**src/rtl/scbc_pkg.sv**
```systemverilog
// ----------------------------------------------------------------------------
// scbc_pkg
// Shared constants, result codes and controller/datapath signal groups for
// the size class block cache.
// ----------------------------------------------------------------------------
package scbc_pkg;

  // Cache geometry
  localparam int NUM_CLASSES = 64;
  localparam int STACK_DEPTH = 16;
  localparam int CLASS_STEP  = 16;
  localparam int ADDR_BITS   = 48;

  // Field widths
  localparam int SIZE_W      = 20;
  localparam int STATUS_W    = 2;
  localparam int CLASS_IDX_W = 7;

  // Derived widths
  localparam int CLASS_BITS = (NUM_CLASSES > 1) ? $clog2(NUM_CLASSES) : 1;
  localparam int DEPTH_BITS = (STACK_DEPTH > 1) ? $clog2(STACK_DEPTH) : 1;
  localparam int FILL_W     = $clog2(STACK_DEPTH + 1);
  localparam int STACK_WORDS = NUM_CLASSES * STACK_DEPTH;
  localparam int STACK_AW    = CLASS_BITS + DEPTH_BITS;
  localparam int MAX_SIZE    = NUM_CLASSES * CLASS_STEP;

  // Result codes
  localparam logic [STATUS_W-1:0] ST_DONE        = 2'd0;
  localparam logic [STATUS_W-1:0] ST_UNCACHEABLE = 2'd1;
  localparam logic [STATUS_W-1:0] ST_EMPTY_FULL  = 2'd2;

  // Request modes
  localparam logic MODE_GET = 1'b0;
  localparam logic MODE_PUT = 1'b1;

  // Controller to datapath
  typedef struct packed {
    logic                load;       // capture request, start fill lookup
    logic                push;       // write stack word, bump fill
    logic                pop;        // drop fill, read stack word
    logic                emit;       // register a result
    logic                found_sel;  // result carries popped address
    logic [STATUS_W-1:0] status;     // result code
  } dp_cmd_t;

  // Datapath to controller
  typedef struct packed {
    logic uncacheable;
    logic is_put;
    logic empty;
    logic full;
  } dp_stat_t;

endpackage

```
**src/rtl/scbc_ctrl.sv**
```systemverilog
// ----------------------------------------------------------------------------
// scbc_ctrl
// Request sequencer: accept, fill lookup, optional stack read, result.
// ----------------------------------------------------------------------------
module scbc_ctrl (
  input  logic              clk,
  input  logic              rst,
  input  logic              start,
  output logic              busy,
  input  scbc_pkg::dp_stat_t stat,
  output scbc_pkg::dp_cmd_t  cmd
);
  import scbc_pkg::*;

  localparam logic [1:0] S_IDLE   = 2'd0;
  localparam logic [1:0] S_LOOKUP = 2'd1;
  localparam logic [1:0] S_POP    = 2'd2;

  logic [1:0] state, state_next;

  // State register
  always_ff @(posedge clk) begin
    if (rst) begin
      state <= S_IDLE;
    end else begin
      state <= state_next;
    end
  end

  assign busy = (state != S_IDLE);

  // Next state and commands
  always_comb begin
    state_next    = state;
    cmd           = '0;
    cmd.status    = ST_DONE;
    unique case (state)
      S_IDLE: begin
        if (start) begin
          cmd.load   = 1'b1;
          state_next = S_LOOKUP;
        end
      end
      S_LOOKUP: begin
        if (stat.uncacheable) begin
          cmd.emit   = 1'b1;
          cmd.status = ST_UNCACHEABLE;
          state_next = S_IDLE;
        end else if (stat.is_put) begin
          cmd.emit   = 1'b1;
          state_next = S_IDLE;
          if (stat.full) begin
            cmd.status = ST_EMPTY_FULL;
          end else begin
            cmd.push   = 1'b1;
            cmd.status = ST_DONE;
          end
        end else if (stat.empty) begin
          cmd.emit   = 1'b1;
          cmd.status = ST_EMPTY_FULL;
          state_next = S_IDLE;
        end else begin
          cmd.pop    = 1'b1;
          state_next = S_POP;
        end
      end
      S_POP: begin
        cmd.emit      = 1'b1;
        cmd.found_sel = 1'b1;
        cmd.status    = ST_DONE;
        state_next    = S_IDLE;
      end
      default: begin
        state_next = S_IDLE;
      end
    endcase
  end

endmodule

```
**config.mk**
```make
export PLATFORM = sky130hd
export DESIGN_NAME = scbc_ctrl
export DESIGN_NICKNAME = d
export VERILOG_FILES = /design/src/rtl/scbc_pkg.sv /design/src/rtl/scbc_ctrl.sv
export SDC_FILE = /design/constraint.sdc
export NUM_CORES = 1
export LEC_CHECK = 0
export BUFFER_PORTS_ARGS = -buffer_cell sky130_fd_sc_hd__clkbuf_2
export CORE_AREA = 10 10 47 49
export CTS_CLUSTER_DIAMETER = 80
export DETAILED_ROUTE_END_ITERATION = 10
export DIE_AREA = 0 0 57 59
export HOLD_SLACK_MARGIN = 0.05
export PLACE_DENSITY = 0.51
export SLEW_MARGIN = 20
export SYNTH_ARGS = -nofsm -noshare
export SYNTH_HDL_FRONTEND = slang
export SYNTH_SLANG_ARGS = --single-unit
```
**constraint.sdc**
```tcl
create_clock -name clk -period 1.1 [get_ports clk]
set_input_delay 0.22 -clock clk [delete_from_list [all_inputs] [get_ports clk]]
set_output_delay 0.22 -clock clk [all_outputs]
set_load 0.01 [all_outputs]
```
==> impl_metrics.xml <==
<?xml version="1.0" encoding="UTF-8"?>
<metrics>
  <group name="placement">
    <metric name="port-buffer-count" unit="">14</metric>
    <metric name="post-place-ws" unit="ps">-139</metric>
    <metric name="gp_congestion" unit="">0.624</metric>
    <metric name="hpwlAfterDp" unit="um">539</metric>
  </group>
  <group name="grt">
    <metric name="grt.total_usage" unit="%">4.19</metric>
    <metric name="grt_antenna_before_repair" unit="">0</metric>
    <metric name="grt_first_pass_wirelength" unit="um">1080</metric>
    <metric name="globalRoute.totalOverflow" unit="">0</metric>
    <metric name="grt_pass1_vias" unit="">269</metric>
    <metric name="grt_start_max_net_pins" unit="">6</metric>
  </group>
  <group name="routing">
    <metric name="dr.first_iter.drc_count" unit="">4</metric>
    <metric name="drt_wl_total" unit="um">770</metric>
    <metric name="antenna_violating_nets_post_route" unit="">0</metric>
    <metric name="route.detailed.drc" unit="">0</metric>
    <metric name="drt-pass1-iter-count" unit="">4</metric>
    <metric name="routed-via-count" unit="">245</metric>
    <metric name="vias_per_instance" unit="">4.02</metric>
    <metric name="wl_per_cell" unit="um">12.6</metric>
  </group>
  <group name="floorplanning">
    <metric name="fp.dieArea" unit="mm2">0.00336</metric>
    <metric name="fp-row-count" unit="">14</metric>
    <metric name="initial_utilization" unit="%">15.8</metric>
    <metric name="core_area" unit="mm2">0.00140</metric>
    <metric name="pin_count" unit="">15</metric>
    <metric name="fp.dieH" unit="um">59</metric>
    <metric name="chipWidth" unit="um">57</metric>
  </group>
  <group name="outcome">
    <metric name="result_of_the_run" unit="">complete, but fails checks</metric>
    <metric name="failed_checks" unit="">negative setup slack</metric>
  </group>
  <group name="min_path">
    <metric name="timing.hold.worst.class" unit="">input port to flop</metric>
    <metric name="worst_hold_startpoint" unit="">rst</metric>
  </group>
  <group name="synthesis">
    <metric name="ys_types" unit="">13</metric>
    <metric name="ys_warn_count" unit="">0</metric>
    <metric name="number_of_standard_cells_after_synthesis" unit="">24</metric>
    <metric name="ys_ff_latch" unit="">2</metric>
    <metric name="synth_area" unit="um2">221</metric>
    <metric name="seq_area_frac_synth" unit="%">18.1</metric>
    <metric name="syn-mean-instance-area" unit="um2">9.23</metric>
    <metric name="mappedNetlistNets" unit="">35</metric>
  </group>
  <group name="cells_and_area">
    <metric name="antennaDiodeCount" unit="">0</metric>
    <metric name="regMostFlops" unit="">state</metric>
    <metric name="layout-drive-gt1-share" unit="%">80.0</metric>
    <metric name="final_net_count" unit="">58</metric>
    <metric name="largest_register_ffs" unit="">2</metric>
    <metric name="regs_by_ff_count" unit="">state x2</metric>
    <metric name="syn_to_final_growth" unit="%">116</metric>
  </group>
  <group name="critical_path">
    <metric name="worstSetupEndpointType" unit="">output port</metric>
    <metric name="crit_arrival" unit="ps">1190</metric>
    <metric name="slowest_delay" unit="ps">320</metric>
    <metric name="critical_path.reg2reg.endpoint" unit="">state[1]</metric>
    <metric name="reg2reg_launch_point" unit="">state[1]</metric>
    <metric name="worstPathCellList" unit="">buf_6 &gt; ha_4 &gt; nor4_4 &gt; nor2_1 &gt; buf_2</metric>
    <metric name="worst-path-max-fanout" unit="">3</metric>
    <metric name="r2r.worst_path.cells" unit="">6</metric>
    <metric name="slowest_stage_cell_on_the_critical_path" unit="">dfxtp_2</metric>
    <metric name="critPathLaunch" unit="">state[1]</metric>
    <metric name="timing.critical_path.required" unit="ps">880</metric>
    <metric name="reg2reg_setup_slack" unit="ps">-40</metric>
    <metric name="termination_of_the_worst_setup_path" unit="">cmd[3]</metric>
    <metric name="timing.critical_path.from_type" unit="">flop</metric>
    <metric name="worst-setup-path-type" unit="">flop to output port</metric>
  </group>
  <group name="timing">
    <metric name="timing.setup.tns" unit="ps">-1690</metric>
    <metric name="final.setup_skew" unit="ps">1.36</metric>
    <metric name="slew-limit-headroom" unit="%">86.2</metric>
    <metric name="finalWorstSetupSlack" unit="ps">-310</metric>
    <metric name="rsz0062_at_grt" unit="">true</metric>
    <metric name="max_slew_violations" unit="">0</metric>
    <metric name="max_slew.worst_pin.slew" unit="ps">206</metric>
    <metric name="fmax" unit="GHz">0.709</metric>
    <metric name="timing.hold.ws" unit="ps">157</metric>
    <metric name="post-route-min-period" unit="ps">1410</metric>
    <metric name="finalCritPeriodShare" unit="%">128</metric>
    <metric name="final-hold-violation-count" unit="">0</metric>
    <metric name="final-setup-viol-count" unit="">9</metric>
  </group>
  <group name="clocking">
    <metric name="cts_made_buffers" unit="">3</metric>
    <metric name="cts_buffer_depth" unit="">2</metric>
    <metric name="clkLatencyLatePin" unit="ps">220</metric>
    <metric name="ctsRootBufferMaster" unit="">clkbuf_4</metric>
    <metric name="tritoncts" unit="">done</metric>
    <metric name="clock_tree.htree_level_count" unit="">1</metric>
    <metric name="cts_hold_buf" unit="">0</metric>
    <metric name="tritoncts_num_sinks" unit="">2</metric>
    <metric name="worst_setup_hold_path_clk_slew" unit="ps">30</metric>
  </group>
  <group name="pwr">
    <metric name="power.static_leakage" unit="nW">0.232</metric>
    <metric name="power.total" unit="uW">427</metric>
    <metric name="ir_drop" unit="mV">0.428</metric>
    <metric name="power_density" unit="mW/mm2">890</metric>
  </group>
  <group name="job">
    <metric name="cap_violations" unit="">0</metric>
  </group>
</metrics>
[layout make-up]
type | count | area [um2]
Fill cell | 159 | 922
Multi-Input combinational cell | 18 | 245
Timing Repair Buffer | 19 | 130
Sequential cell | 2 | 45.0
Clock buffer | 3 | 22.5
Tap cell | 16 | 20.0
Inverter | 3 | 16.3
[how the worst min path moves through the flow]
stage | cells after the start | to
after CTS | 2 | state[0]
after floorplan | 1 | state[0]
after detailed placement | 2 | state[1]
after global placement | 2 | state[0]
after global routing | 2 | state[0]
final | 2 | state[1]
[timing repair]
item,4_1_cts,5_1_grt
pin swaps,3,2
setup buffers,1,0
resized for setup,10,14
hold endpoints to repair,0,0
endpoints found under the setup margin,10,10
[per-layer routing]
metal	global-route usage, %	part of all wire, %	vias up
li1	-	-	122
met1	3.20	28	113
met2	6.67	60	8
met3	2.58	9.4	2
met4	5.03	2.2	0
met5	0	0	-
[stage by stage]
stage               utilization, %  cell area (um2)  cells
floorplan                        -              244     24
global route                  34.2              479     61
detailed placement            25.4              357     57
finish                        34.2              479     61
CTS                           31.4              440     61
global placement              25.4              357     57
[layout by cell type (no fill, tap or decap), drive strengths merged]
cell type,n
and2,2
clkbuf,10
buf,12
dfxtp,2
nor2,3
nor3b,1
o21ai,1
mux2i,3
inv,3
nor4b,1
nor4,1
nand2b,1
nor4bb,1
ha,4
[kinds of logic after synthesis]
logic type / synth area share, %
DFF: 18.1
buffers and inverters: 8.48
AOI/OAI and AO/OA: 2.26
and+or+nand+nor: 35.0
adders and majority gates: 22.6
muxes: 13.6
[Yosys cell counts]
cell	instances	area (um2)
ha_1	4	50.1
nand2b_1	1	6.26
nor3b_1	1	7.51
inv_1	3	11.3
dfxtp_1	2	40.0
nor2_1	3	11.3
nor4_1	1	6.26
mux2i_1	3	30.0
nor4bb_1	1	10.0
and2_1	2	12.5
nor4b_4	1	23.8
o21ai_0	1	5.00
buf_4	1	7.51
[power by group]
group          leakage, nW  internal (mW)  switching (mW)  total [mW]
registers           0.0175         0.0797         0.00940      0.0891
clock network       0.0138          0.120          0.0414       0.162
logic                0.201         0.0987          0.0771       0.176
total                0.232          0.299           0.128       0.427
[worst max-delay path, delay by kind of cell, from the launching register on]
family                   cells  cell delay, ps
AND/OR/NAND/NOR              2             210
flip-flops                   1             320
buffers and inverters        2             260
adder cells (fa/ha/maj)      1             170
No activity file was read; power rests on OpenSTA's default activity.
